**src/sv/assert_macros.svh**
```systemverilog
// assertion macros shared by the rtl
`ifndef ASSERT_MACROS_SVH
`define ASSERT_MACROS_SVH
// plain property checked on every rising clock edge outside reset
`define ASSERT_ALWAYS(label, clk, rst_n, prop) \
    label: assert property (@(posedge clk) disable iff (!rst_n) (prop)) \
        else $error("assertion failed");
// implication checked on every rising clock edge outside reset
`define ASSERT_IMPLY(label, clk, rst_n, ante, cons) \
    label: assert property (@(posedge clk) disable iff (!rst_n) (ante) |-> (cons)) \
        else $error("assertion failed");
`endif

```
**src/sv/cmc_pkg.sv**
```systemverilog
// ----------------------------------------------------------------------------
// cmc_pkg
// types and codes of the closable message channel
// ----------------------------------------------------------------------------
package cmc_pkg;

    // item actions
    localparam logic [1:0] ACT_SEND     = 2'd0;
    localparam logic [1:0] ACT_RECV     = 2'd1;
    localparam logic [1:0] ACT_CLOSE    = 2'd2;
    localparam logic [1:0] ACT_ANNOUNCE = 2'd3;

    // result status codes
    localparam logic [1:0] ST_OK    = 2'd0;
    localparam logic [1:0] ST_BLOCK = 2'd1;
    localparam logic [1:0] ST_ERROR = 2'd2;
    localparam logic [1:0] ST_EOS   = 2'd3;

    // configuration register indexes
    localparam logic [1:0] CFG_CAPACITY   = 2'd0;
    localparam logic [1:0] CFG_RENDEZVOUS = 2'd1;

    localparam logic [7:0] DEMAND_MAX = 8'd255;

    typedef enum logic [1:0] {
        S_IDLE,
        S_EXEC,
        S_SCAN,
        S_DRAIN
    } t_state;

    typedef struct packed {
        logic [1:0]  action;
        logic [63:0] payload;
        logic        payload_is_eof;
        logic [7:0]  waiter_id;
        logic        waiter_valid;
        logic        holds_demand;
    } t_item;

    typedef struct packed {
        logic [1:0]  status;
        logic [63:0] data;
        logic [7:0]  notify_id;
        logic        notify_valid;
        logic        is_closed;
        logic        last;
    } t_result;

endpackage

```
**src/sv/closable_message_channel_top.sv**
```systemverilog
// ----------------------------------------------------------------------------
// closable_message_channel_top
// bounded message channel with close, rendezvous and waiter lists
// ----------------------------------------------------------------------------
// An item is taken when i_start is high and o_busy low. Its results follow
// one per cycle on o_result, each marked by o_strobe for one cycle; the
// receiver cannot stall them, the last one carries last. The status result
// appears in the cycle after acceptance. o_busy is high while the status
// result and each notification go out, and while a blocked caller's id is
// checked against a non-empty waiter list, so no new item is taken before the
// last one is through. The message store and the two waiter lists are
// memories with a registered read, walked one entry a cycle.
module closable_message_channel_top #(
    parameter int STORE_DEPTH  = 16,
    parameter int WAITER_SLOTS = 8
) (
    input  logic             i_clk,
    input  logic             i_rst_n,
    input  logic             i_start,
    input  cmc_pkg::t_item   i_item,
    output logic             o_busy,
    output logic             o_strobe,
    output cmc_pkg::t_result o_result,
    input  logic             i_cfg_valid,
    output logic             o_cfg_ready,
    input  logic [1:0]       i_cfg_index,
    input  logic [4:0]       i_cfg_data
);

    localparam int PW = (STORE_DEPTH > 1) ? $clog2(STORE_DEPTH) : 1;
    localparam int CW = $clog2(STORE_DEPTH + 1);
    localparam int BW = (CW > 8) ? CW : 8;
    localparam int IW = (WAITER_SLOTS > 1) ? $clog2(WAITER_SLOTS) : 1;
    localparam int TW = $clog2(WAITER_SLOTS + 1);
    localparam logic [BW-1:0] DEPTH_B = BW'(STORE_DEPTH);
    localparam logic [PW-1:0] PTR_LAST = PW'(STORE_DEPTH - 1);
    localparam logic [TW-1:0] SLOTS_T = TW'(WAITER_SLOTS);

    // memories
    logic [63:0] r_store [STORE_DEPTH];
    logic [7:0]  r_slist [WAITER_SLOTS];
    logic [7:0]  r_rlist [WAITER_SLOTS];
    logic [63:0] r_store_q;
    logic [7:0]  r_slist_q, r_rlist_q;

    // control state
    cmc_pkg::t_state r_state, n_state;
    cmc_pkg::t_item  r_item;
    logic [PW-1:0]   r_rp, n_rp, r_wp, n_wp;
    logic [CW-1:0]   r_total, n_total;
    logic            r_closed, n_closed;
    logic [7:0]      r_demand, n_demand;
    logic [TW-1:0]   r_stot, n_stot, r_rtot, n_rtot;
    logic [IW-1:0]   r_idx, n_idx;
    logic            r_sel, n_sel;
    logic [4:0]      r_cap;
    logic            r_rdv;

    // write ports
    logic            store_we, slist_we, rlist_we;
    logic [IW-1:0]   list_wa;

    // helper values
    logic [BW-1:0]   bound;
    logic            send_ok;
    logic [TW-1:0]   sel_tot;
    logic [7:0]      sel_q;
    logic            holds_rel;

    assign o_cfg_ready = 1'b1;
    assign o_busy      = (r_state != cmc_pkg::S_IDLE);

    // send bound
    always_comb begin
        if (r_cap == 5'd0) begin
            bound = r_rdv ? BW'(r_demand) : DEPTH_B;
        end else begin
            bound = BW'(r_cap);
        end
        if (bound > DEPTH_B) begin
            bound = DEPTH_B;
        end
        send_ok = !r_closed && (BW'(r_total) < bound);
    end

    assign sel_tot   = r_sel ? r_rtot : r_stot;
    assign sel_q     = r_sel ? r_rlist_q : r_slist_q;
    assign holds_rel = r_item.holds_demand && (r_demand != 8'd0);

    // configuration registers
    always_ff @(posedge i_clk) begin
        if (!i_rst_n) begin
            r_cap <= 5'd0;
            r_rdv <= 1'b0;
        end else if (i_cfg_valid) begin
            case (i_cfg_index)
                cmc_pkg::CFG_CAPACITY:   r_cap <= i_cfg_data;
                cmc_pkg::CFG_RENDEZVOUS: r_rdv <= i_cfg_data[0];
                default: ;
            endcase
        end
    end

    // next state and results
    always_comb begin
        n_state  = r_state;
        n_rp     = r_rp;
        n_wp     = r_wp;
        n_total  = r_total;
        n_closed = r_closed;
        n_demand = r_demand;
        n_stot   = r_stot;
        n_rtot   = r_rtot;
        n_idx    = r_idx;
        n_sel    = r_sel;
        store_we = 1'b0;
        slist_we = 1'b0;
        rlist_we = 1'b0;
        list_wa  = sel_tot[IW-1:0];
        o_strobe = 1'b0;
        o_result = '0;
        case (r_state)
            cmc_pkg::S_IDLE: begin
                if (i_start) begin
                    n_state = cmc_pkg::S_EXEC;
                end
            end
            cmc_pkg::S_EXEC: begin
                o_strobe         = 1'b1;
                o_result.status  = cmc_pkg::ST_OK;
                o_result.last    = 1'b1;
                n_state          = cmc_pkg::S_IDLE;
                n_idx            = '0;
                case (r_item.action)
                    cmc_pkg::ACT_SEND: begin
                        n_sel = 1'b0;
                        if (r_item.payload_is_eof || r_closed) begin
                            o_result.status = cmc_pkg::ST_ERROR;
                        end else if (!send_ok) begin
                            o_result.status = cmc_pkg::ST_BLOCK;
                            if (r_item.waiter_valid) begin
                                if (r_stot != '0) begin
                                    n_state = cmc_pkg::S_SCAN;
                                end else begin
                                    slist_we = 1'b1;
                                    list_wa  = '0;
                                    n_stot   = TW'(1);
                                end
                            end
                        end else begin
                            store_we = 1'b1;
                            n_wp     = (r_wp == PTR_LAST) ? '0 : r_wp + PW'(1);
                            n_total  = r_total + CW'(1);
                            if (r_rdv && r_cap == 5'd0 && r_demand != 8'd0) begin
                                n_demand = r_demand - 8'd1;
                            end
                            if (r_rtot != '0) begin
                                o_result.last = 1'b0;
                                n_sel         = 1'b1;
                                n_state       = cmc_pkg::S_DRAIN;
                            end
                        end
                    end
                    cmc_pkg::ACT_RECV: begin
                        n_sel = 1'b1;
                        if (r_total == '0) begin
                            if (r_closed) begin
                                o_result.status = cmc_pkg::ST_EOS;
                                if (holds_rel) begin
                                    n_demand = r_demand - 8'd1;
                                end
                            end else begin
                                o_result.status = cmc_pkg::ST_BLOCK;
                                if (r_item.waiter_valid) begin
                                    if (r_rtot != '0) begin
                                        n_state = cmc_pkg::S_SCAN;
                                    end else begin
                                        rlist_we = 1'b1;
                                        list_wa  = '0;
                                        n_rtot   = TW'(1);
                                    end
                                end
                            end
                        end else begin
                            o_result.data = r_store_q;
                            n_rp    = (r_rp == PTR_LAST) ? '0 : r_rp + PW'(1);
                            n_total = r_total - CW'(1);
                            if (holds_rel) begin
                                n_demand = r_demand - 8'd1;
                            end
                            if (r_stot != '0) begin
                                o_result.last = 1'b0;
                                n_sel         = 1'b0;
                                n_state       = cmc_pkg::S_DRAIN;
                            end
                        end
                    end
                    cmc_pkg::ACT_CLOSE: begin
                        n_closed = 1'b1;
                        if (r_stot != '0) begin
                            o_result.last = 1'b0;
                            n_sel         = 1'b0;
                            n_state       = cmc_pkg::S_DRAIN;
                        end else if (r_rtot != '0) begin
                            o_result.last = 1'b0;
                            n_sel         = 1'b1;
                            n_state       = cmc_pkg::S_DRAIN;
                        end
                    end
                    default: begin
                        if (r_rdv && r_cap == 5'd0 && !r_closed &&
                            r_demand != cmc_pkg::DEMAND_MAX) begin
                            n_demand = r_demand + 8'd1;
                        end
                    end
                endcase
                o_result.is_closed = n_closed;
            end
            cmc_pkg::S_SCAN: begin
                // compare one listed id a cycle, append at the end if absent and not full
                if (sel_q == r_item.waiter_id) begin
                    n_state = cmc_pkg::S_IDLE;
                end else if (TW'(r_idx) == sel_tot - TW'(1)) begin
                    n_state = cmc_pkg::S_IDLE;
                    if (sel_tot < SLOTS_T) begin
                        if (r_sel) begin
                            rlist_we = 1'b1;
                            n_rtot   = r_rtot + TW'(1);
                        end else begin
                            slist_we = 1'b1;
                            n_stot   = r_stot + TW'(1);
                        end
                    end
                end else begin
                    n_idx = r_idx + IW'(1);
                end
            end
            cmc_pkg::S_DRAIN: begin
                // one notification a cycle
                o_strobe              = 1'b1;
                o_result.status       = cmc_pkg::ST_OK;
                o_result.notify_id    = sel_q;
                o_result.notify_valid = 1'b1;
                o_result.is_closed    = r_closed;
                if (TW'(r_idx) == sel_tot - TW'(1)) begin
                    n_idx = '0;
                    if (r_sel) begin
                        n_rtot = '0;
                    end else begin
                        n_stot = '0;
                    end
                    if (!r_sel && r_item.action == cmc_pkg::ACT_CLOSE &&
                        r_rtot != '0) begin
                        n_sel = 1'b1;
                    end else begin
                        o_result.last = 1'b1;
                        n_state       = cmc_pkg::S_IDLE;
                    end
                end else begin
                    n_idx = r_idx + IW'(1);
                end
            end
            default: begin
                n_state = cmc_pkg::S_IDLE;
            end
        endcase
    end

    // control registers
    always_ff @(posedge i_clk) begin
        if (!i_rst_n) begin
            r_state  <= cmc_pkg::S_IDLE;
            r_rp     <= '0;
            r_wp     <= '0;
            r_total  <= '0;
            r_closed <= 1'b0;
            r_demand <= 8'd0;
            r_stot   <= '0;
            r_rtot   <= '0;
            r_idx    <= '0;
            r_sel    <= 1'b0;
        end else begin
            r_state  <= n_state;
            r_rp     <= n_rp;
            r_wp     <= n_wp;
            r_total  <= n_total;
            r_closed <= n_closed;
            r_demand <= n_demand;
            r_stot   <= n_stot;
            r_rtot   <= n_rtot;
            r_idx    <= n_idx;
            r_sel    <= n_sel;
        end
    end

    // item capture
    always_ff @(posedge i_clk) begin
        if (r_state == cmc_pkg::S_IDLE && i_start) begin
            r_item <= i_item;
        end
    end

    // message store
    always_ff @(posedge i_clk) begin
        if (store_we) begin
            r_store[r_wp] <= r_item.payload;
        end
        r_store_q <= r_store[r_rp];
    end

    // waiter lists
    always_ff @(posedge i_clk) begin
        if (slist_we) begin
            r_slist[list_wa] <= r_item.waiter_id;
        end
        if (rlist_we) begin
            r_rlist[list_wa] <= r_item.waiter_id;
        end
        r_slist_q <= r_slist[n_idx];
        r_rlist_q <= r_rlist[n_idx];
    end

    // checks
    `include "assert_macros.svh"

    `ASSERT_IMPLY(a_strobe_busy, i_clk, i_rst_n, o_strobe, r_state != cmc_pkg::S_IDLE)
    `ASSERT_ALWAYS(a_total_range, i_clk, i_rst_n, r_total <= CW'(STORE_DEPTH))
    `ASSERT_ALWAYS(a_lists_range, i_clk, i_rst_n, (r_stot <= SLOTS_T) && (r_rtot <= SLOTS_T))

endmodule

```
**config.mk**
```make
export PLATFORM = sky130hd
export DESIGN_NAME = closable_message_channel_top
export DESIGN_NICKNAME = d
export VERILOG_FILES = /design/src/sv/cmc_pkg.sv /design/src/sv/closable_message_channel_top.sv
export VERILOG_INCLUDE_DIRS = /design/src /design/src/sv
export SDC_FILE = /design/constraint.sdc
export NUM_CORES = 1
export LEC_CHECK = 0
export ABC_AREA = 1
export BUFFER_PORTS_ARGS = -buffer_cell sky130_fd_sc_hd__buf_2
export CORE_ASPECT_RATIO = 0.8
export CORE_UTILIZATION = 50
export CTS_CLUSTER_SIZE = 12
export DETAILED_ROUTE_END_ITERATION = 7
export GPL_ROUTABILITY_DRIVEN = 0
export PLACE_DENSITY = 0.66
export SYNTH_ARGS = -nofsm -noshare
export SYNTH_HDL_FRONTEND = slang
export SYNTH_SLANG_ARGS = --single-unit
```
**constraint.sdc**
```tcl
create_clock -name i_clk -period 6.3 [get_ports i_clk]
set_input_delay 0.315 -clock i_clk [delete_from_list [all_inputs] [get_ports i_clk]]
set_output_delay 0.315 -clock i_clk [all_outputs]
set_load 0.005 [all_outputs]
```
# ---- Word level (Yosys, flattened, before mapping)
# Memory sizes are Yosys's and may differ from the RTL's. A register that Yosys moved wholly into a read port is not among the register bits.
# Index checks and enable logic that the tools add are counted.
dict set report totals {
  memories 3
  register_bits 119
  mem_bits_rw 1152
  inputBits 88
}
# name words word_bits rd rd_ports_with_merged_regs write_ports line
set mem_list {}
lappend mem_list {r_store 16 64 1 1 1 closable_message_channel_top.sv:40} ;# logic [63:0] r_store [STORE_DEPTH];
lappend mem_list {r_rlist 8 8 1 1 1 closable_message_channel_top.sv:42} ;# logic [7:0] r_rlist [WAITER_SLOTS];
lappend mem_list {r_slist 8 8 1 1 1 closable_message_channel_top.sv:41} ;# logic [7:0] r_slist [WAITER_SLOTS];
dict set report classes {
  add_sub_neg 10
  n_lt_le_gt_ge 3
  eq_ne 39
  n_mux 134
  bitwise 3
  reduce_logical 36
}
# operator n
set ops {}
lappend ops {{64-bit 2-to-1 mux} 3}
lappend ops {{4-bit 2-to-1 mux} 25}
lappend ops {{8-bit 2-to-1 mux} 11}
lappend ops {{1-bit 2-to-1 mux} 44}
lappend ops {{2-bit inequality test (second input constant)} 22}
lappend ops {{2-bit 2-to-1 mux} 20}
lappend ops {{3-bit 2-to-1 mux} 12}
lappend ops {{4-bit case mux with 3 select lines} 2}
lappend ops {{8-bit case mux with 3 select lines} 1}
lappend ops {{12-bit AND reduction} 2}
lappend ops {{4-bit by 1-bit adder with 4-bit output (second input constant)} 4}
lappend ops {{5-bit 2-to-1 mux} 3}
lappend ops {{5-bit zero test} 2}
lappend ops {{5-bit case mux with 2 select lines} 1}
lappend ops {{5-bit AND reduction} 2}
lappend ops {{1-bit logical AND} 9}
lappend ops {{9-bit 2-to-1 mux} 1}
lappend ops {{3-bit case mux with 3 select lines} 1}
lappend ops {{8-bit by 1-bit adder with 8-bit output (second input constant)} 1}
lappend ops {{4-bit equality test (second input constant)} 2}
lappend ops {{8-bit equality test} 1}
lappend ops {{8-bit by 5-bit greater-than comparator with 1-bit output (second input constant)} 1}
lappend ops {{5-bit by 8-bit < comparator with 1-bit output} 1}
lappend ops {{8-bit inequality test (second input constant)} 1}
lappend ops {{32 further kinds} 53}

# ---- Depth between registers and ports, before layout
dict set report depth {
  depth_word 12
  mapped_depth 23
}

# ---- Least setup slack after synthesis
# No wires, ideal clock.
dict set report synth_path {
  path_type {register to register}
  from {reg r_cap[0]}
  to {mem r_store[11][0], enable pin}
  path_slack_ns 0.694
  setup_time_ns 0.486
  path_stages_with_launch 19
  synth_period_minus_slack_ns 5.606
  n_path_buf 0
  t_arrival_ns 5.120
  t_required_ns 5.814
  path_cell_list {dfxtp_1 nor2_1 nand3_1 nor2_1 inv_1 or2_2 nand2_1 inv_1 nand2_1 ha_1 a21oi_1 nand2_1 nand2_1 nand3_1 nor2_1 inv_1 nor2_1 inv_1 nor2_1}
}
dict set report synth_between {
  elab_chain_cells 12
}
# element line
set synth_lines {}
lappend synth_lines {{start, declared} closable_message_channel_top.sv:56} ;# logic [4:0] r_cap;
lappend synth_lines {{start signal, assigned} closable_message_channel_top.sv:97} ;# cmc_pkg::CFG_CAPACITY: r_cap <= i_cfg_data;
lappend synth_lines {{5-bit zero test} closable_message_channel_top.sv:75} ;# if (r_cap == 5'd0) begin
lappend synth_lines {{8-bit 2-to-1 mux *} closable_message_channel_top.sv:75}
lappend synth_lines {{8-bit by 5-bit greater-than comparator with 1-bit output} closable_message_channel_top.sv:80} ;# if (bound > DEPTH_B) begin
lappend synth_lines {{8-bit 2-to-1 mux *} closable_message_channel_top.sv:80}
lappend synth_lines {{5-bit by 8-bit < comparator with 1-bit output *} closable_message_channel_top.sv:83} ;# send_ok = !r_closed && (BW'(r_total) < bound);
lappend synth_lines {{1-bit logical AND *} closable_message_channel_top.sv:83}
lappend synth_lines {{1-bit 2-to-1 mux *} closable_message_channel_top.sv:139} ;# end else if (!send_ok) begin
lappend synth_lines {{1-bit 2-to-1 mux *} closable_message_channel_top.sv:137} ;# if (r_item.payload_is_eof || r_closed) begin
lappend synth_lines {{1-bit 2-to-1 mux *} closable_message_channel_top.sv:134} ;# case (r_item.action)
lappend synth_lines {{1-bit 2-to-1 mux *} closable_message_channel_top.sv:122} ;# case (r_state)
lappend synth_lines {{1-bit 2-to-1 mux *} closable_message_channel_top.sv:305} ;# if (store_we) begin
lappend synth_lines {{1-bit 2-to-1 mux (implied by the code) *} closable_message_channel_top.sv:306} ;# r_store[r_wp] <= r_item.payload;
lappend synth_lines {{end, declared} closable_message_channel_top.sv:40}
# Mark *: on every way between the ends. The rest lies on a longest branch, timed or not.

# ---- Worst setup path in the final report
dict set report layout_path {
  from {reg r_cap[2]}
  to {mem r_store[12][19], enable pin}
}
# The elaborated chain is that of the path after synthesis.

==> impl_metrics.xml <==
<?xml version="1.0" encoding="UTF-8"?>
<metrics>
  <group name="detailed_routing">
    <metric name="num_vias" unit="">32619</metric>
    <metric name="detailroute.wirelength.met3" unit="um">9260</metric>
    <metric name="avgRoutedWirePerCell" unit="um">21.8</metric>
    <metric name="drt-met1-wl" unit="um">56700</metric>
    <metric name="drt_pass_1_iters" unit="">8</metric>
    <metric name="topRoutingLayerUsed" unit="">met5</metric>
    <metric name="drc" unit="">0</metric>
    <metric name="drt-total-wl" unit="um">124000</metric>
    <metric name="post_drt_via_cell_ratio" unit="">5.73</metric>
    <metric name="drtIter0Drc" unit="">3632</metric>
    <metric name="detailed_routed_wire_length_on_met2" unit="um">55800</metric>
    <metric name="final_antenna_net_count" unit="">0</metric>
  </group>
  <group name="worst_setup_path">
    <metric name="cp_num_buf_inv" unit="">3</metric>
    <metric name="crit_path_top_delay_cell" unit="">sky130_fd_sc_hd__nor2_4</metric>
    <metric name="crit_path_cell_trace" unit="">nor2_1, nand3_1, nor2_1, inv_1, or2_2, nand2_1, inv_1, nand2_1, ha_1, a21oi_1, nand2_1, nand2_1, nand3_1, nor2_1, nand2_1, nor2_4, buf_12</metric>
    <metric name="critPathKind" unit="">flip-flop to flip-flop</metric>
    <metric name="startpoint_type" unit="">flip-flop</metric>
    <metric name="worstPathMaxFanout" unit="">36</metric>
    <metric name="critical_path.endpoint_type" unit="">flip-flop</metric>
    <metric name="critPathRequiredTime" unit="ns">6.72</metric>
    <metric name="critical-path-top-cell-by-count" unit="">sky130_fd_sc_hd__nand2_1</metric>
    <metric name="slowest_delay" unit="ns">0.92</metric>
    <metric name="largest_delay_contributor_family_on_the_critical_path" unit="">simple AND/OR/NAND/NOR gates</metric>
    <metric name="cp_data_arrival_time" unit="ns">5.17</metric>
  </group>
  <group name="floorplan">
    <metric name="chipHeight" unit="um">292</metric>
    <metric name="die_w" unit="um">365</metric>
    <metric name="dieArea" unit="um2">107000</metric>
    <metric name="design.core.area" unit="um2">104000</metric>
    <metric name="row_count" unit="">106</metric>
    <metric name="ioPinCount" unit="">168</metric>
    <metric name="initial_utilization" unit="">0.505</metric>
  </group>
  <group name="final_layout">
    <metric name="n_antenna_cell" unit="">0</metric>
    <metric name="nNetsFinal" unit="">4301</metric>
    <metric name="fraction_of_final_layout_cells_sized_beyond_drive_strength_1" unit="">0.0992</metric>
    <metric name="area_delta_synth_final" unit="%">14.1</metric>
    <metric name="finalNonFillerCells" unit="">5688</metric>
    <metric name="fin_area" unit="um2">60100</metric>
    <metric name="nFillCells" unit="">8258</metric>
  </group>
  <group name="synthesis">
    <metric name="async_flop_share" unit="">0</metric>
    <metric name="yosysWarnings" unit="">0</metric>
    <metric name="postSynthAreaPerCell" unit="um2">13.3</metric>
    <metric name="synth.ff_latch_count" unit="">1351</metric>
    <metric name="ys_types" unit="">49</metric>
    <metric name="syn_inst" unit="">3970</metric>
    <metric name="synth_area" unit="um2">52700</metric>
    <metric name="post_synthesis_net_count" unit="">4094</metric>
    <metric name="synth_seq_area_share" unit="">0.747</metric>
    <metric name="synth_edf_count" unit="">1229</metric>
    <metric name="synth_flop_cell" unit="">sky130_fd_sc_hd__edfxtp_1</metric>
  </group>
  <group name="grt">
    <metric name="grt_antenna_before_repair" unit="">3</metric>
    <metric name="grt-ovfl-total" unit="">0</metric>
    <metric name="grt_start_max_net_pins" unit="">194</metric>
    <metric name="global_route.usage.total" unit="">0.231</metric>
    <metric name="first_pass_grt_wire_length" unit="um">186000</metric>
    <metric name="first_global_vias" unit="">30831</metric>
  </group>
  <group name="clock_network">
    <metric name="cts_tree" unit="">built</metric>
    <metric name="cts_bufs_inserted" unit="">137</metric>
    <metric name="clk_transition_reported_paths" unit="ns">0.06</metric>
    <metric name="worst_skew_pair.late_latency" unit="ns">0.76</metric>
    <metric name="numClockSinks" unit="">1351</metric>
    <metric name="cts_setup_buffers" unit="">0</metric>
    <metric name="htree_levels" unit="">4</metric>
    <metric name="clock-root-buffer" unit="">sky130_fd_sc_hd__clkbuf_16</metric>
    <metric name="cts_buffer_depth" unit="">3</metric>
  </group>
  <group name="placed_design">
    <metric name="cell_count_after_placement" unit="">5352</metric>
    <metric name="dpl_cell_area" unit="um2">55000</metric>
    <metric name="port-buffer-count" unit="">166</metric>
    <metric name="hpwl" unit="um">67000</metric>
  </group>
  <group name="timing">
    <metric name="worst_slew_pin_slew" unit="ns">1.12</metric>
    <metric name="final-max-slew-violation-count" unit="">0</metric>
    <metric name="hold_viol_final" unit="">0</metric>
    <metric name="fin_crit_sh" unit="">0.754</metric>
    <metric name="min_period" unit="ns">4.75</metric>
    <metric name="timing.max_slew.rel_slack" unit="">0.254</metric>
    <metric name="finClkSkew" unit="ns">0.0246</metric>
    <metric name="setup_viol_count_final" unit="">0</metric>
    <metric name="fin_tns_setup" unit="ns">0</metric>
    <metric name="rsz0062_at_grt" unit="">false</metric>
    <metric name="maximum_clock_rate" unit="MHz">211</metric>
    <metric name="fin_hold_ws" unit="ns">0.104</metric>
  </group>
  <group name="min_path">
    <metric name="hold_path_class" unit="">input port to flip-flop</metric>
  </group>
  <group name="power">
    <metric name="power-per-cell-area" unit="nW/um2">314</metric>
    <metric name="peakVddDrop" unit="mV">0.251</metric>
    <metric name="power_leakage" unit="nW">20.4</metric>
    <metric name="post-layout-total-power" unit="mW">18.9</metric>
  </group>
  <group name="job">
    <metric name="cap_violations" unit="">0</metric>
  </group>
  <group name="run_status">
    <metric name="status" unit="">complete, no violations</metric>
  </group>
</metrics>
==> cell usage after synthesis (4+ instances only) <==
cell type / number / area (um2)
sky130_fd_sc_hd__a21oi_1: 52 / 260
sky130_fd_sc_hd__buf_1: 21 / 78.8
sky130_fd_sc_hd__buf_2: 12 / 60.1
sky130_fd_sc_hd__buf_6: 5 / 56.3
sky130_fd_sc_hd__clkbuf_1: 192 / 721
sky130_fd_sc_hd__dfxtp_1: 122 / 2440
sky130_fd_sc_hd__edfxtp_1: 1229 / 36900
sky130_fd_sc_hd__ha_1: 34 / 425
sky130_fd_sc_hd__inv_1: 167 / 627
sky130_fd_sc_hd__inv_2: 9 / 33.8
sky130_fd_sc_hd__mux2i_1: 108 / 1080
sky130_fd_sc_hd__nand2_1: 399 / 1500
sky130_fd_sc_hd__nand3_1: 163 / 816
sky130_fd_sc_hd__nand4_1: 17 / 106
sky130_fd_sc_hd__nor2_1: 718 / 2700
sky130_fd_sc_hd__nor3_1: 6 / 30.0
sky130_fd_sc_hd__o211ai_1: 27 / 203
sky130_fd_sc_hd__o21ai_0: 299 / 1500
sky130_fd_sc_hd__o21ai_1: 67 / 335
sky130_fd_sc_hd__o21ai_2: 4 / 35.0
sky130_fd_sc_hd__o221ai_1: 105 / 920
sky130_fd_sc_hd__o32ai_1: 152 / 1330
sky130_fd_sc_hd__or2_1: 4 / 25.0
sky130_fd_sc_hd__xnor2_1: 7 / 61.3
sky130_fd_sc_hd__xor2_1: 15 / 131
==> state kept, by name (all words and copies together), names as in the netlist, 4 cells and up <==
name       flops
r_rlist_q      8
r_total        5
r_wp           4
r_item        77
r_store     1024
r_store_q     64
r_slist       64
r_rtot         4
r_demand       8
r_slist_q      8
r_rlist       64
r_rp           4
r_stot         4
r_cap          5
==> cell type report <==
type / count / area [um2] / area share
well taps: 1404 / 1760 / 0.0292
clock inverters: 28 / 345 / 0.00575
flip-flops and latches: 1351 / 39400 / 0.655
multi-input cells: 2209 / 11900 / 0.197
clock buffers: 218 / 3820 / 0.0637
inverters: 178 / 682 / 0.0114
repair buffers: 300 / 2250 / 0.0375
==> power breakdown <==
| group | total (mW) | internal, mW | switching (mW) |
|---|---|---|---|
| sequential | 10.2 | 9.96 | 0.244 |
| clock | 7.66 | 4.32 | 3.34 |
| combinational | 0.990 | 0.351 | 0.640 |
| total | 18.9 | 14.6 | 4.23 |
==> kinds of logic after synthesis <==
logic type               count (synthesis)  synth area share
multiplexers                           109            0.0208
AND/OR/NAND/NOR                       1322             0.100
XOR/XNOR                                22           0.00366
AO/OA/AOI/OAI                          719            0.0891
other                                    1         0.0000712
adder cells (fa/ha/maj)                 36           0.00884
flip-flops                            1351             0.747
buffers and inverters                  410            0.0304
==> metal layers <==
metal  vias up  global-route usage
met2      1239               0.345
met1     16257               0.348
met5         -                   0
li1      14965                   -
met4         2              0.0719
met3       156              0.0393
==> metrics by stage <==
stage / utilization / setup WS (ns)
finish: 0.575 / 1.55
detailed placement: 0.527 / 1.62
global placement: 0.527 / 1.67
floorplan: - / 0.694
global route: 0.575 / 1.16
CTS: 0.575 / 1.60
==> path summary, 6_finish.rpt <==
kind / cells past startpoint / end / slack (ns) / startpoint
worst max register to register: 17 / r_store[12][19] / 1.55 / r_cap[2]
worst min-delay path: 3 / r_state[0] / 0.10 / i_rst_n
worst max-delay path: 17 / r_store[12][19] / 1.55 / r_cap[2]
worst min register to register: 2 / r_stot[3] / 0.47 / r_stot[3]
==> worst reg2reg max path, stage by stage, from the launching register on <==
cell and delay, ns:
sky130_fd_sc_hd__dfxtp_1 0.32, sky130_fd_sc_hd__nor2_1 0.23, sky130_fd_sc_hd__nand3_1 0.17, sky130_fd_sc_hd__nor2_1 0.21, sky130_fd_sc_hd__inv_1 0.06, sky130_fd_sc_hd__or2_2 0.29, sky130_fd_sc_hd__nand2_1 0.08, sky130_fd_sc_hd__inv_1 0.06
sky130_fd_sc_hd__nand2_1 0.06, sky130_fd_sc_hd__ha_1 0.23, sky130_fd_sc_hd__a21oi_1 0.15, sky130_fd_sc_hd__nand2_1 0.06, sky130_fd_sc_hd__nand2_1 0.10, sky130_fd_sc_hd__nand3_1 0.10, sky130_fd_sc_hd__nor2_1 0.51, sky130_fd_sc_hd__nand2_1 0.44
sky130_fd_sc_hd__nor2_4 0.92, sky130_fd_sc_hd__buf_12 0.40
==> what timing repair did <==
action | in CTS | in global routing
hold endpoints to repair | 84 | 0
gates resized for setup | 0 | 0
hold buffers | 90 | 0
==> layout by cell type (no fill, tap or decap), drive strengths merged, types with 2 or more instances in the layout <==
cell type and instances:
a21oi 53, a31oi 2, and3 2, buf 210, bufinv 3, clkbuf 218
clkinv 18, dfxtp 122, dlygate4sd3 90, edfxtp 1229, fa 2, ha 34
inv 184, mux2i 109, nand2 400, nand3 163, nand4 17, nor2 720
nor3 6, nor3b 2, nor4 2, o211ai 27, o21a 2, o21ai 371
o21bai 2, o221ai 105, o32ai 152, or2 8, xnor2 7, xor2 15
Note: power is estimated with default switching activity, not from simulation.
